`config.mk`:
```
export PLATFORM = sky130hd
export DESIGN_NAME = display_test_pattern_generator_top
export DESIGN_NICKNAME = d
export VERILOG_FILES = /design/src/design/dtpg_pkg.sv /design/src/design/dtpg_front.sv /design/src/design/dtpg_div.sv /design/src/design/dtpg_out.sv /design/src/design/display_test_pattern_generator_top.sv
export SDC_FILE = /design/constraint.sdc
export NUM_CORES = 1
export LEC_CHECK = 0
export BUFFER_PORTS_ARGS = -buffer_cell sky130_fd_sc_hd__buf_4
export CORE_MARGIN = 2
export CORE_UTILIZATION = 55
export CTS_CLUSTER_DIAMETER = 60
export DETAILED_ROUTE_END_ITERATION = 10
export GPL_TIMING_DRIVEN = 0
export PLACE_DENSITY = 0.71
export SLEW_MARGIN = 25
export SYNTH_ARGS = -nofsm -noshare
export SYNTH_HDL_FRONTEND = slang
export SYNTH_SLANG_ARGS = --single-unit
export TNS_END_PERCENT = 20
```
`constraint.sdc`:
```
create_clock -name clk -period 4.1 [get_ports clk]
set_input_delay 0 -clock clk [delete_from_list [all_inputs] [get_ports clk]]
set_output_delay 0 -clock clk [all_outputs]
set_load 0.05 [all_outputs]
```
`src/design/dtpg_pkg.sv`:
```
package dtpg_pkg;

  // Field widths of the item formats
  localparam int X_W       = 10;
  localparam int Y_W       = 9;
  localparam int COLOR_W   = 8;
  localparam int ADDR_W    = 19;
  localparam int PHASE_W   = 8;
  localparam int PAL_W     = 64;
  localparam int CFG_IDX_W = 3;
  localparam int CFG_DAT_W = 64;

  // Coordinate compare width, holds canvas sizes up to 4095
  localparam int CMP_W = 12;

  // Divider length: one quotient bit per stage, sized for the x offset
  localparam int DIV_W = X_W;

  // Band generator constants
  localparam logic [PHASE_W-1:0] PHASE_STEP = 8'd8;
  localparam logic [COLOR_W-1:0] MASK_RG    = 8'hE0;
  localparam logic [COLOR_W-1:0] MASK_B     = 8'hC0;

  typedef enum logic [CFG_IDX_W-1:0] {
    REG_MODE    = 3'd0,
    REG_LEFT    = 3'd1,
    REG_TOP     = 3'd2,
    REG_RWIDTH  = 3'd3,
    REG_RHEIGHT = 3'd4,
    REG_CELLW   = 3'd5,
    REG_CELLH   = 3'd6,
    REG_PALETTE = 3'd7
  } cfg_reg_t;

  typedef struct packed {
    logic             mode;
    logic [X_W-1:0]   left;
    logic [Y_W-1:0]   top;
    logic [X_W-1:0]   rwidth;
    logic [Y_W-1:0]   rheight;
    logic [X_W-1:0]   cellw;
    logic [Y_W-1:0]   cellh;
    logic [PAL_W-1:0] palette;
  } cfg_t;

  // Per-item sideband carried alongside the divider
  typedef struct packed {
    logic               use_tile;
    logic               wr;
    logic [COLOR_W-1:0] color_base;
    logic [ADDR_W-1:0]  addr;
  } side_t;

endpackage

```
`src/design/dtpg_front.sv`:
```
module dtpg_front #(
  parameter int CANVAS_WIDTH  = 800,
  parameter int CANVAS_HEIGHT = 480
) (
  input  logic                             clk,
  input  logic                             rst_n,
  input  dtpg_pkg::cfg_t                   cfg,
  input  logic                             in_valid,
  output logic                             in_ready,
  input  logic [dtpg_pkg::X_W-1:0]         in_x,
  input  logic [dtpg_pkg::Y_W-1:0]         in_y,
  input  logic                             in_fb,
  output logic                             dv_valid,
  input  logic                             dv_ready,
  output logic [dtpg_pkg::X_W-1:0]         dv_rx,
  output logic [dtpg_pkg::Y_W-1:0]         dv_ry,
  output dtpg_pkg::side_t                  dv_side,
  output logic [dtpg_pkg::PHASE_W-1:0]     band_phase
);

  logic [dtpg_pkg::PHASE_W-1:0]   band_phase_r, band_phase_nxt;

  logic                           a_valid_r;
  logic [dtpg_pkg::X_W-1:0]       a_x_r;
  logic [dtpg_pkg::Y_W-1:0]       a_y_r;
  logic [dtpg_pkg::PHASE_W-1:0]   a_phase_r;

  logic                           b_valid_r;
  logic [dtpg_pkg::X_W-1:0]       b_rx_r;
  logic [dtpg_pkg::Y_W-1:0]       b_ry_r;
  dtpg_pkg::side_t                b_side_r, b_side_nxt;

  logic                           ld_a, ld_b, accept;
  logic                           on_canvas, in_rect;
  logic [dtpg_pkg::X_W:0]         rect_right;
  logic [dtpg_pkg::Y_W:0]         rect_bottom;
  logic [dtpg_pkg::COLOR_W-1:0]   r_sum, g_dif, b_sum, obl_color;

  assign ld_b     = !b_valid_r || dv_ready;
  assign ld_a     = !a_valid_r || ld_b;
  assign in_ready = ld_a;
  assign accept   = in_valid && ld_a;

  // band counter steps ahead of the first pixel of a frame
  always_comb begin
    band_phase_nxt = band_phase_r;
    if (accept && cfg.mode && in_fb) begin
      band_phase_nxt = band_phase_r + dtpg_pkg::PHASE_STEP;
    end
  end

  always_ff @(posedge clk) begin
    if (!rst_n) begin
      band_phase_r <= '0;
      a_valid_r    <= 1'b0;
      b_valid_r    <= 1'b0;
    end else begin
      band_phase_r <= band_phase_nxt;
      if (ld_a) begin
        a_valid_r <= in_valid;
      end
      if (ld_b) begin
        b_valid_r <= a_valid_r;
      end
    end
  end

  always_ff @(posedge clk) begin
    if (ld_a) begin
      a_x_r     <= in_x;
      a_y_r     <= in_y;
      a_phase_r <= band_phase_nxt;
    end
    if (ld_b) begin
      b_rx_r   <= a_x_r - cfg.left;
      b_ry_r   <= a_y_r - cfg.top;
      b_side_r <= b_side_nxt;
    end
  end

  // stage B: window tests, band colour, linear address
  always_comb begin
    on_canvas = (dtpg_pkg::CMP_W'(a_x_r) < dtpg_pkg::CMP_W'(CANVAS_WIDTH)) &&
                (dtpg_pkg::CMP_W'(a_y_r) < dtpg_pkg::CMP_W'(CANVAS_HEIGHT));
    rect_right  = {1'b0, cfg.left} + {1'b0, cfg.rwidth};
    rect_bottom = {1'b0, cfg.top} + {1'b0, cfg.rheight};
    in_rect = on_canvas &&
              (a_x_r >= cfg.left) && ({1'b0, a_x_r} < rect_right) &&
              (a_y_r >= cfg.top) && ({1'b0, a_y_r} < rect_bottom);

    r_sum = a_phase_r + a_x_r[dtpg_pkg::COLOR_W-1:0] + a_y_r[dtpg_pkg::COLOR_W-1:0];
    g_dif = a_phase_r - a_y_r[dtpg_pkg::COLOR_W-1:0];
    b_sum = a_phase_r + a_y_r[dtpg_pkg::COLOR_W-1:0];
    obl_color = (r_sum & dtpg_pkg::MASK_RG) |
                ((g_dif & dtpg_pkg::MASK_RG) >> 3) |
                ((b_sum & dtpg_pkg::MASK_B) >> 6);

    b_side_nxt.use_tile   = !cfg.mode && in_rect;
    b_side_nxt.wr         = cfg.mode ? on_canvas : in_rect;
    b_side_nxt.color_base = (cfg.mode && on_canvas) ? obl_color : '0;
    b_side_nxt.addr       = dtpg_pkg::ADDR_W'(a_y_r) * dtpg_pkg::ADDR_W'(CANVAS_WIDTH) +
                            dtpg_pkg::ADDR_W'(a_x_r);
  end

  assign dv_valid   = b_valid_r;
  assign dv_rx      = b_rx_r;
  assign dv_ry      = b_ry_r;
  assign dv_side    = b_side_r;
  assign band_phase = band_phase_r;

endmodule

```
`src/design/dtpg_div.sv`:
```
module dtpg_div #(
  parameter int GRID_ROWS = 2,
  parameter int GRID_COLS = 4,
  localparam int CQW = (GRID_COLS > 1) ? $clog2(GRID_COLS) : 1,
  localparam int RQW = (GRID_ROWS > 1) ? $clog2(GRID_ROWS) : 1
) (
  input  logic                       clk,
  input  logic                       rst_n,
  input  dtpg_pkg::cfg_t             cfg,
  input  logic                       in_valid,
  output logic                       in_ready,
  input  logic [dtpg_pkg::X_W-1:0]   in_rx,
  input  logic [dtpg_pkg::Y_W-1:0]   in_ry,
  input  dtpg_pkg::side_t            in_side,
  output logic                       out_valid,
  input  logic                       out_ready,
  output logic [CQW-1:0]             out_col,
  output logic [RQW-1:0]             out_row,
  output dtpg_pkg::side_t            out_side
);

  localparam int W = dtpg_pkg::DIV_W;

  // restoring division, one quotient bit per stage; the quotient itself is
  // never kept, only its residue modulo the grid size
  logic [W-1:0]    v_r, v_prev, v_nxt;
  logic [W:0]      ld;
  logic [W-1:0]    dx_r [W];
  logic [W-1:0]    dy_r [W];
  logic [W-1:0]    remx_r [W];
  logic [W-1:0]    remy_r [W];
  logic [CQW-1:0]  qx_r [W];
  logic [RQW-1:0]  qy_r [W];
  dtpg_pkg::side_t side_r [W];

  logic [W-1:0]    dx_nxt [W];
  logic [W-1:0]    dy_nxt [W];
  logic [W-1:0]    remx_nxt [W];
  logic [W-1:0]    remy_nxt [W];
  logic [CQW-1:0]  qx_nxt [W];
  logic [RQW-1:0]  qy_nxt [W];
  dtpg_pkg::side_t side_nxt [W];

  logic [W-1:0]    pdx, pdy, premx, premy, dvx, dvy;
  logic [CQW-1:0]  pqx;
  logic [RQW-1:0]  pqy;
  logic [W:0]      tx, ty;

  function automatic logic [CQW-1:0] col_step(input logic [CQW-1:0] q, input logic b);
    logic [CQW:0] t;
    t = {q, b};
    if (t >= (CQW+1)'(GRID_COLS)) begin
      t = t - (CQW+1)'(GRID_COLS);
    end
    return t[CQW-1:0];
  endfunction

  function automatic logic [RQW-1:0] row_step(input logic [RQW-1:0] q, input logic b);
    logic [RQW:0] t;
    t = {q, b};
    if (t >= (RQW+1)'(GRID_ROWS)) begin
      t = t - (RQW+1)'(GRID_ROWS);
    end
    return t[RQW-1:0];
  endfunction

  // zero cell size behaves as one
  assign dvx = (cfg.cellw == '0) ? W'(1) : cfg.cellw;
  assign dvy = (cfg.cellh == '0) ? W'(1) : W'(cfg.cellh);

  always_comb begin
    ld[W] = out_ready;
    for (int j = W - 1; j >= 0; j--) begin
      ld[j] = !v_r[j] || ld[j+1];
    end
  end

  assign v_prev = {v_r[W-2:0], in_valid};
  assign v_nxt  = (v_prev & ld[W-1:0]) | (v_r & ~ld[W-1:0]);

  always_comb begin
    for (int j = 0; j < W; j++) begin
      if (j == 0) begin
        pdx          = in_rx;
        pdy          = W'(in_ry);
        premx        = '0;
        premy        = '0;
        pqx          = '0;
        pqy          = '0;
        side_nxt[j]  = in_side;
      end else begin
        pdx          = dx_r[j-1];
        pdy          = dy_r[j-1];
        premx        = remx_r[j-1];
        premy        = remy_r[j-1];
        pqx          = qx_r[j-1];
        pqy          = qy_r[j-1];
        side_nxt[j]  = side_r[j-1];
      end
      tx = {premx, pdx[W-1]};
      ty = {premy, pdy[W-1]};
      dx_nxt[j] = pdx << 1;
      dy_nxt[j] = pdy << 1;
      if (tx >= {1'b0, dvx}) begin
        remx_nxt[j] = W'(tx - {1'b0, dvx});
        qx_nxt[j]   = col_step(pqx, 1'b1);
      end else begin
        remx_nxt[j] = tx[W-1:0];
        qx_nxt[j]   = col_step(pqx, 1'b0);
      end
      if (ty >= {1'b0, dvy}) begin
        remy_nxt[j] = W'(ty - {1'b0, dvy});
        qy_nxt[j]   = row_step(pqy, 1'b1);
      end else begin
        remy_nxt[j] = ty[W-1:0];
        qy_nxt[j]   = row_step(pqy, 1'b0);
      end
    end
  end

  always_ff @(posedge clk) begin
    if (!rst_n) begin
      v_r <= '0;
    end else begin
      v_r <= v_nxt;
    end
  end

  always_ff @(posedge clk) begin
    for (int j = 0; j < W; j++) begin
      if (ld[j]) begin
        dx_r[j]   <= dx_nxt[j];
        dy_r[j]   <= dy_nxt[j];
        remx_r[j] <= remx_nxt[j];
        remy_r[j] <= remy_nxt[j];
        qx_r[j]   <= qx_nxt[j];
        qy_r[j]   <= qy_nxt[j];
        side_r[j] <= side_nxt[j];
      end
    end
  end

  assign in_ready  = ld[0];
  assign out_valid = v_r[W-1];
  assign out_col   = qx_r[W-1];
  assign out_row   = qy_r[W-1];
  assign out_side  = side_r[W-1];

endmodule

```
`src/design/dtpg_out.sv`:
```
module dtpg_out #(
  parameter int GRID_ROWS = 2,
  parameter int GRID_COLS = 4,
  localparam int CQW = (GRID_COLS > 1) ? $clog2(GRID_COLS) : 1,
  localparam int RQW = (GRID_ROWS > 1) ? $clog2(GRID_ROWS) : 1
) (
  input  logic                           clk,
  input  logic                           rst_n,
  input  logic [dtpg_pkg::PAL_W-1:0]     palette,
  input  logic                           in_valid,
  output logic                           in_ready,
  input  logic [CQW-1:0]                 in_col,
  input  logic [RQW-1:0]                 in_row,
  input  dtpg_pkg::side_t                in_side,
  output logic                           out_valid,
  input  logic                           out_ready,
  output logic [dtpg_pkg::COLOR_W-1:0]   out_color,
  output logic [dtpg_pkg::ADDR_W-1:0]    out_addr,
  output logic                           out_write
);

  localparam int KW = 7;

  logic                           valid_r, ld;
  logic [dtpg_pkg::COLOR_W-1:0]   color_r, color_nxt;
  logic [dtpg_pkg::ADDR_W-1:0]    addr_r;
  logic                           write_r;
  logic [KW-1:0]                  k_full;
  logic [2:0]                     k;

  assign ld       = !valid_r || out_ready;
  assign in_ready = ld;

  // palette index wraps modulo 8 for large grids
  assign k_full    = KW'(in_row) * KW'(GRID_COLS) + KW'(in_col);
  assign k         = k_full[2:0];
  assign color_nxt = in_side.use_tile ? palette[{k, 3'b000} +: dtpg_pkg::COLOR_W]
                                      : in_side.color_base;

  always_ff @(posedge clk) begin
    if (!rst_n) begin
      valid_r <= 1'b0;
    end else if (ld) begin
      valid_r <= in_valid;
    end
  end

  always_ff @(posedge clk) begin
    if (ld) begin
      color_r <= color_nxt;
      addr_r  <= in_side.addr;
      write_r <= in_side.wr;
    end
  end

  assign out_valid = valid_r;
  assign out_color = color_r;
  assign out_addr  = addr_r;
  assign out_write = write_r;

endmodule

```
`src/design/display_test_pattern_generator_top.sv`:
```
// Channel | Dir | Handshake           | Payload
// in_     | in  | in_tvalid/in_tready | tdata: pixel_x, pixel_y; tuser: frame_begin
// out_    | out | out_tvalid/out_tready| tdata: pixel_color, pixel_address, pixel_write
// cfg_    | in  | cfg_valid/cfg_ready | cfg_index, cfg_data (one register per write)
//
// One item per cycle sustained while out_tready stays high. An item takes 13
// register stages: input capture, window/band stage, a 10-stage restoring
// divider (one quotient bit per stage, sized by the 10-bit x offset) and the
// output register. Each stage holds its own valid bit and loads when it is
// empty or its successor loads, so bubbles close up under an output stall.
// Synchronous active-low reset clears valids and the band counter and loads
// the register file defaults.
module display_test_pattern_generator_top #(
  parameter int CANVAS_WIDTH  = 800,
  parameter int CANVAS_HEIGHT = 480,
  parameter int GRID_ROWS     = 2,
  parameter int GRID_COLS     = 4
) (
  input  logic                               clk,
  input  logic                               rst_n,
  input  logic                               in_tvalid,
  output logic                               in_tready,
  input  logic [23:0]                        in_tdata,   // [9:0] pixel_x, [18:10] pixel_y
  input  logic                               in_tuser,   // [0] frame_begin
  output logic                               out_tvalid,
  input  logic                               out_tready,
  output logic [31:0]                        out_tdata,  // [7:0] pixel_color,
                                                         // [26:8] pixel_address,
                                                         // [27] pixel_write
  input  logic                               cfg_valid,
  output logic                               cfg_ready,
  input  logic [dtpg_pkg::CFG_IDX_W-1:0]     cfg_index,
  input  logic [dtpg_pkg::CFG_DAT_W-1:0]     cfg_data
);

  localparam int CQW = (GRID_COLS > 1) ? $clog2(GRID_COLS) : 1;
  localparam int RQW = (GRID_ROWS > 1) ? $clog2(GRID_ROWS) : 1;

  dtpg_pkg::cfg_t                 cfg_r, cfg_nxt;

  logic                           dv_valid, dv_ready;
  logic [dtpg_pkg::X_W-1:0]       dv_rx;
  logic [dtpg_pkg::Y_W-1:0]       dv_ry;
  dtpg_pkg::side_t                dv_side;
  logic [dtpg_pkg::PHASE_W-1:0]   band_phase;

  logic                           ot_valid, ot_ready;
  logic [CQW-1:0]                 ot_col;
  logic [RQW-1:0]                 ot_row;
  dtpg_pkg::side_t                ot_side;

  logic [dtpg_pkg::COLOR_W-1:0]   pix_color;
  logic [dtpg_pkg::ADDR_W-1:0]    pix_addr;
  logic                           pix_write;

  // Register file, read live by every stage; user must keep it written only while idle
  assign cfg_ready = 1'b1;

  always_comb begin
    cfg_nxt = cfg_r;
    if (cfg_valid) begin
      case (dtpg_pkg::cfg_reg_t'(cfg_index))
        dtpg_pkg::REG_MODE:    cfg_nxt.mode    = cfg_data[0];
        dtpg_pkg::REG_LEFT:    cfg_nxt.left    = cfg_data[dtpg_pkg::X_W-1:0];
        dtpg_pkg::REG_TOP:     cfg_nxt.top     = cfg_data[dtpg_pkg::Y_W-1:0];
        dtpg_pkg::REG_RWIDTH:  cfg_nxt.rwidth  = cfg_data[dtpg_pkg::X_W-1:0];
        dtpg_pkg::REG_RHEIGHT: cfg_nxt.rheight = cfg_data[dtpg_pkg::Y_W-1:0];
        dtpg_pkg::REG_CELLW:   cfg_nxt.cellw   = cfg_data[dtpg_pkg::X_W-1:0];
        dtpg_pkg::REG_CELLH:   cfg_nxt.cellh   = cfg_data[dtpg_pkg::Y_W-1:0];
        dtpg_pkg::REG_PALETTE: cfg_nxt.palette = cfg_data;
        default: ;
      endcase
    end
  end

  always_ff @(posedge clk) begin
    if (!rst_n) begin
      cfg_r.mode    <= 1'b0;
      cfg_r.left    <= 10'd150;
      cfg_r.top     <= 9'd40;
      cfg_r.rwidth  <= 10'd500;
      cfg_r.rheight <= 9'd400;
      cfg_r.cellw   <= 10'd100;
      cfg_r.cellh   <= 9'd100;
      cfg_r.palette <= '0;
    end else begin
      cfg_r <= cfg_nxt;
    end
  end

  // Front: capture, band counter, window tests, address
  dtpg_front #(
    .CANVAS_WIDTH  (CANVAS_WIDTH),
    .CANVAS_HEIGHT (CANVAS_HEIGHT)
  ) u_front (
    .clk        (clk),
    .rst_n      (rst_n),
    .cfg        (cfg_r),
    .in_valid   (in_tvalid),
    .in_ready   (in_tready),
    .in_x       (in_tdata[9:0]),
    .in_y       (in_tdata[18:10]),
    .in_fb      (in_tuser),
    .dv_valid   (dv_valid),
    .dv_ready   (dv_ready),
    .dv_rx      (dv_rx),
    .dv_ry      (dv_ry),
    .dv_side    (dv_side),
    .band_phase (band_phase)
  );

  // Cell column/row: offset over cell size, modulo grid size
  dtpg_div #(
    .GRID_ROWS (GRID_ROWS),
    .GRID_COLS (GRID_COLS)
  ) u_div (
    .clk       (clk),
    .rst_n     (rst_n),
    .cfg       (cfg_r),
    .in_valid  (dv_valid),
    .in_ready  (dv_ready),
    .in_rx     (dv_rx),
    .in_ry     (dv_ry),
    .in_side   (dv_side),
    .out_valid (ot_valid),
    .out_ready (ot_ready),
    .out_col   (ot_col),
    .out_row   (ot_row),
    .out_side  (ot_side)
  );

  // Palette lookup and output register
  dtpg_out #(
    .GRID_ROWS (GRID_ROWS),
    .GRID_COLS (GRID_COLS)
  ) u_out (
    .clk       (clk),
    .rst_n     (rst_n),
    .palette   (cfg_r.palette),
    .in_valid  (ot_valid),
    .in_ready  (ot_ready),
    .in_col    (ot_col),
    .in_row    (ot_row),
    .in_side   (ot_side),
    .out_valid (out_tvalid),
    .out_ready (out_tready),
    .out_color (pix_color),
    .out_addr  (pix_addr),
    .out_write (pix_write)
  );

  assign out_tdata = {4'b0000, pix_write, pix_addr, pix_color};

  // Band counter always moves in whole steps
  assert property (@(posedge clk) disable iff (!rst_n)
    band_phase[2:0] == 3'b000)
    else $error("band phase off its step grid");

  // Band counter moves only on an accepted frame start
  assert property (@(posedge clk) disable iff (!rst_n)
    $past(rst_n) && !$past(in_tvalid && in_tready && in_tuser) |-> $stable(band_phase))
    else $error("band phase moved without a frame start");

  // A pixel that is not written carries a blank colour
  assert property (@(posedge clk) disable iff (!rst_n)
    out_tvalid && !pix_write |-> pix_color == '0)
    else $error("colour set on an unwritten pixel");

endmodule

```
# [Word level (Yosys, flattened, before mapping)]
# Memory sizes are Yosys's and may differ from the RTL's.
# Cells that the tools add are included.
[totals] memories=7 output_inout_bits=35 elab_cells=325 regBits=246 mem_bits_rw=700 input_bits=97
[classes] n_shift=1 n_reduce_logical=48 eq_ne=7 bitwise_logic=6 order_cmp=62 add_sub_neg=67 n_mux=101 multipliers=1
[memory_table] name="u_div.side_r" depth=10 width=29 rd=10 rd_clocked_by_memory_dff=0 write_ports=10 line="dtpg_div.sv:34" source="dtpg_pkg::side_t side_r [W];"
[memory_table] name="u_div.remx_r" depth=10 width=10 rd=9 rd_clocked_by_memory_dff=0 write_ports=10 line="dtpg_div.sv:30" source="logic [W-1:0] remx_r [W];"
[memory_table] name="u_div.remy_r" depth=10 width=10 rd=9 rd_clocked_by_memory_dff=0 write_ports=10 line="dtpg_div.sv:31" source="logic [W-1:0] remy_r [W];"
[memory_table] name="u_div.dx_r" depth=10 width=9 rd=9 rd_clocked_by_memory_dff=0 write_ports=10 line="dtpg_div.sv:28" source="logic [W-1:0] dx_r [W];"
[memory_table] name="u_div.dy_r" depth=10 width=9 rd=9 rd_clocked_by_memory_dff=0 write_ports=10 line="dtpg_div.sv:29" source="logic [W-1:0] dy_r [W];"
[memory_table] name="u_div.qx_r" depth=10 width=2 rd=10 rd_clocked_by_memory_dff=0 write_ports=10 line="dtpg_div.sv:32" source="logic [CQW-1:0] qx_r [W];"
[memory_table] name="1 more memories"
[ops] operator="two-way mux 10 bit" n=21
[ops] operator="subtractor 10 bit" n=19
[ops] operator="greater-or-equal comparator 11 x 10 -> 1 bit" n=9
[ops] operator="greater-or-equal comparator 11 x 9 -> 1 bit" n=9
[ops] operator="variable part select 64 x 7 -> 8 bit" n=1
[ops] operator="greater-or-equal comparator 3 bit, second input constant" n=18
[ops] operator="two-way mux 2 bit" n=27
[ops] operator="two-way mux 1 bit" n=50
[ops] operator="greater-or-equal comparator 2 bit, second input constant" n=18
[ops] operator="subtractor 2 x 1 -> 2 bit, second input constant" n=18
[ops] operator="adder 8 bit" n=3
[ops] operator="AND 10 bit" n=2
[ops] operator="adder 19 x 10 -> 19 bit" n=1
[ops] operator="subtractor 1 bit, both inputs constant" n=18
[ops] operator="two-way mux 8 bit" n=2
[ops] operator="AND reduction 2 bit" n=8
[ops] operator="logical NOT 1 bit" n=14
[ops] operator="multiplier 9 x 5 -> 14 bit, second input constant" n=1
[ops] operator="logical OR 1 bit" n=13
[ops] operator="== test 3 bit, second input constant" n=4
[ops] operator="adder 10 x 10 -> 11 bit" n=1
[ops] operator="< comparator 10 x 11 -> 1 bit" n=1
[ops] operator="adder 9 x 9 -> 10 bit" n=1
[ops] operator="greater-or-equal comparator 1 x 10 -> 1 bit" n=1
[ops] operator="other kinds (23)" n=33

# [Longest topological paths before layout]
[logic_depth] depth_word=18 mapped_depth=17 depth_no_buf=17

# [Cells and area by module]
# Synthesis repeated with hierarchy kept, for this count alone.
[hier_totals] hier_cells=2940 area_unflattened_um2=38916.1
[by_module_without_submodules] mod="dtpg_div" n_inst=1 area_per_inst_um2=26392.8 cells_each=1778 seq_area_each_um2=17136.4
[by_module_without_submodules] mod="dtpg_front" n_inst=1 area_per_inst_um2=6133.4 cells_each=558 seq_area_each_um2=2302.2
[by_module_without_submodules] mod="display_test_pattern_generator_top" n_inst=1 area_per_inst_um2=4819.6 cells_each=488 seq_area_each_um2=2442.3
[by_module_without_submodules] mod="dtpg_out" n_inst=1 area_per_inst_um2=1570.3 cells_each=116 seq_area_each_um2=860.8

# [Worst setup path before layout]
# No wires, ideal clock.
[synth_path] path_kind="register to register" startpoint="register u_out.valid_r, in the netlist u_out.out_valid" endpoint="memory u_div.dx_r[1][1] (netlist bit) (enable)" t_arrival_ns=3.903 setup_ns=0.866 required_time_ns=3.234 setup_slack_ns=-0.669 path_stages_with_launch=8 period_less_slack_ns=4.769 path_buffers=0 cell_sequence="dfxtp_1 > nor2b_4 > inv_2 > nor2_4 > nand2_2 > nor2_2 > and2_1 > nand3_1"
[synth_rtl] element="from (decl)" line="dtpg_out.sv:24" source="logic valid_r, ld;"
[synth_rtl] element="from (signal assigned)" line="dtpg_out.sv:44" source="valid_r <= in_valid;"
[synth_rtl] element="to (decl)" line="dtpg_div.sv:28"

==> results by group <==
Synthesis
  • Post-Syn Area: 38100 µm²
  • Synthesized flop and latch total: 804
  • Main synth FF type: edfxtp_1
  • Syn_area_per_cell: 13.11 µm²
  • Synth async-reset ratio: 0%
  • Synth Instances: 2905
  • Post-synth EDFFs: 664
  • Count of unique library cells instantiated by Yosys: 79
  • Seq/Total Area, Yosys: 59.69%
  • Yosys warns: 0

CTS
  • Clock Path Buffers: 3
  • CTS tree: yes
  • CTS buffer count: 83
  • # H-tree levels: 3
  • Reg clk slew, reported paths: 0.06 ns
  • Worst-skew pair later-pin latency: 0.64 ns
  • Clock root buffer: clkbuf_16
  • Clock sink total: 804

Timing
  • Final Slew Violations: 0
  • F_max: 0.2508 GHz
  • Actual slew at the worst max-slew pin: 1.019 ns
  • Fin crit period: 3.987 ns
  • Relative slew slack: 32.10%
  • Fin Setup TNS: 0 ns
  • Fin crit share: 97.24%
  • Final hold violations: 0
  • Skew final: 0.03116 ns
  • RSZ-0062 raised after global routing: yes
  • PnR worst setup slack: 0.1130 ns
  • Final setup viols: 0

Critical path
  • Critical Path Sink Type: flip-flop
  • Worst r2r path cells: 15
  • Register-to-register setup slack: 0.11 ns
  • R2r endpoint: u_front.dv_side[27]
  • Largest stage delay, worst path: 0.57 ns
  • WP data arrival: 4.34 ns
  • WP data required: 4.45 ns
  • Worst setup path end: u_front.dv_side[27]
  • WS Path Type: flip-flop to flip-flop
  • Critical path origin: cfg_r[111]
  • Max Fanout on Critical Path: 3
  • R2r startpoint: cfg_r[111]
  • CP startpoint kind: flip-flop
  • Slowest-stage cell, CP: o41ai_2
  • Worst path cell trace: ha_1, fa_1, a21o_1, a21oi_1, o21bai_1, o311ai_1, nor2b_1, xnor2_1, ha_1, nand2_1, a21oi_1, o31a_1, a311oi_1, a211oi_1, o41ai_2

Route
  • Max layer used: met4
  • Total routed wirelength: 81.21 mm
  • Met2 WL: 39.09 mm
  • Routed WL per cell: 19.10 µm
  • Vias per cell: 5.541
  • Initial drt markers: 1697
  • Antenna Nets Post-Route: 0
  • WL met1: 35.24 mm
  • DR pass1 iterations: 5
  • DRC violations left: 0
  • WL met3: 4.013 mm
  • Vias: 23560

Layout
  • Commonest non-fill, non-tap cells in the layout: edfxtp_1 (664), nand2_1 (297), ha_1 (284)
  • Number of fill cells in the layout: 4887
  • Layout net count: 3661
  • Fin area: 44640 µm²
  • Multi-input gate area: 14570 µm²
  • Non-Filler Instances: 4251
  • Most common cell after layout, fill and taps aside: edfxtp_1
  • Layout cell share with drive strength beyond 1: 14.10%
  • Layout area overhead: 17.18%
  • Area occupied by registers: 22740 µm²

Placement
  • GPL Wtd Cong: 0.9122
  • DP HPWL: 56.93 mm
  • I/O Buffers: 117
  • Dpl cell area: 40480 µm²
  • Post-Place Cells: 3966
  • Place WS: -0.08505 ns

Floorplan
  • Starting density of the core: 55.55%
  • Chip height: 267.2 µm
  • Die width: 267.2 µm
  • Die area: 71390 µm²
  • Core area: 68590 µm²
  • Count of boundary I/O pins: 132
  • Cell row count: 96

Global routing
  • Wire length of the first global-routing pass: 128.7 mm
  • Total GRT Usage: 23.22%
  • Grt ovf: 0
  • Vias in the first global route: 24230
  • Initial antenna violation count: 0
  • Largest net degree at the start of global routing: 62

Power
  • Pwr per Cell Area: 530.0 nW/µm²
  • Leakage: 18.47 nW
  • Peak VDD IR: 385.0 µV

Min path
  • Hold_sp: in_tdata[18]
  • Hold Crit Class: primary input to flip-flop

Run
  • Max-cap violation count: 0

Outcome
  • Status: finished clean
synthesized netlist by cell type, types with 16 or more instances:
cell type    n  area share (%)
dfxtp_1    140             7.4
mux4_2      16            0.95
nor2_1     143             1.4
mux2_2     119             3.5
a21oi_1    129             1.7
xnor2_1    120             2.8
or3_1       18            0.30
nand2b_1    35            0.57
inv_1      164             1.6
nor2b_1     60            0.99
a21boi_0   106             2.1
a21o_1      45            0.89
nand4_1     35            0.57
xor2_1      46             1.1
nand2_1    301             3.0
edfxtp_1   664              52
clkbuf_1    40            0.39
ha_1       284             9.3
nand3_1     27            0.35
fa_1        29             1.5
mux2i_1     42             1.1
o21a_1      19            0.37
nor3_1      29            0.38
o21ai_0    104             1.4
sequential cells by signal, indices dropped and copies added, names as in the netlist, 8 cells and up, named ones only:
name / flops
u_out.out_color: 8
u_front.dv_rx: 10
u_div.remx_r: 90
u_div.dy_r: 45
u_out.out_addr: 19
u_front.dv_side: 29
u_front.dv_ry: 9
u_div.remy_r: 90
u_front.a_x_r: 10
u_div.dx_r: 45
cfg_r: 122
u_front.a_y_r: 9
u_div.side_r: 290
worst max-delay path, delay by kind of cell, from the launching register on:
kind                     cells  cell delay, ns
XOR/XNOR                     1            0.14
adder cells (fa/ha/maj)      3            0.89
flip-flops                   1            0.33
AO/OA/AOI/OAI                9            2.07
AND/OR/NAND/NOR              2            0.27
report_power, final:
part	internal [W]	leakage, nW	switching [W]	total (W)
clock network	0.00448	1.34	0.00315	0.00763
registers	0.0106	8.53	0.000555	0.0111
logic	0.00228	8.60	0.00260	0.00489
area by class of cell:
cell class                 count  share of cell area (%)
antenna                        1                0.005606
buffer                        55                  0.5353
clock buffer                  98                   4.801
clock inverter                55                   1.494
inverter                     166                   1.508
multi-input combinational   1883                   32.64
sequential                   804                   50.94
tap                          931                   2.609
timing repair buffer         258                   5.465
worst min path at each step:
stage | slack, ns | cells after the start | end
finish | 0.08 | 2 | u_front.a_y_r[8]
global route | 0.06 | 2 | u_front.a_y_r[2]
CTS | 0.04 | 2 | u_front.a_y_r[7]
detailed placement | 0.18 | 1 | u_front.a_x_r[4]
global placement | 0.18 | 1 | u_front.a_x_r[5]
floorplan | 0.1 | 0 | u_front.a_x_r[0]
metrics by stage:
stage               power (W)  hold slack [ns]  util [%]
finish                0.02366          0.08068     65.09
global route          0.02482          0.05801     65.09
CTS                   0.02380          0.03698     64.94
detailed placement    0.01603           0.1795     59.01
global placement      0.01580           0.1781     58.55
floorplan             0.01475          0.09887         -
logic make-up (layout without fill, tap and decap cells):
| group | Yosys count | in the layout | synth area share (%) |
|---|---|---|---|
| flip-flops | 804 | 804 | 59.69 |
| AND/OR/NAND/NOR | 694 | 694 | 8.509 |
| other | 2 | 6 | 0.01971 |
| AO/OA/AOI/OAI | 527 | 527 | 9.242 |
| adder cells (fa/ha/maj) | 313 | 313 | 10.85 |
| buffers and inverters | 221 | 632 | 2.263 |
| XOR/XNOR | 166 | 166 | 3.816 |
| multiplexers | 178 | 178 | 5.606 |
per-layer routing:
layer | track usage [%] | vias up
li1 | - | 11330
met1 | 30.53 | 11390
met2 | 38.99 | 637
met3 | 3.705 | 192
met4 | 8.594 | 0
met5 | 0 | -
repair_timing:
item                                    4_1_cts  5_1_grt
endpoints found under the setup margin       12      106
hold buffers                                124        0
endpoints found under the hold margin       163        0
resized for setup                             3       11
buffers inserted                              0        7
Power figures use the tool's default switching activity.
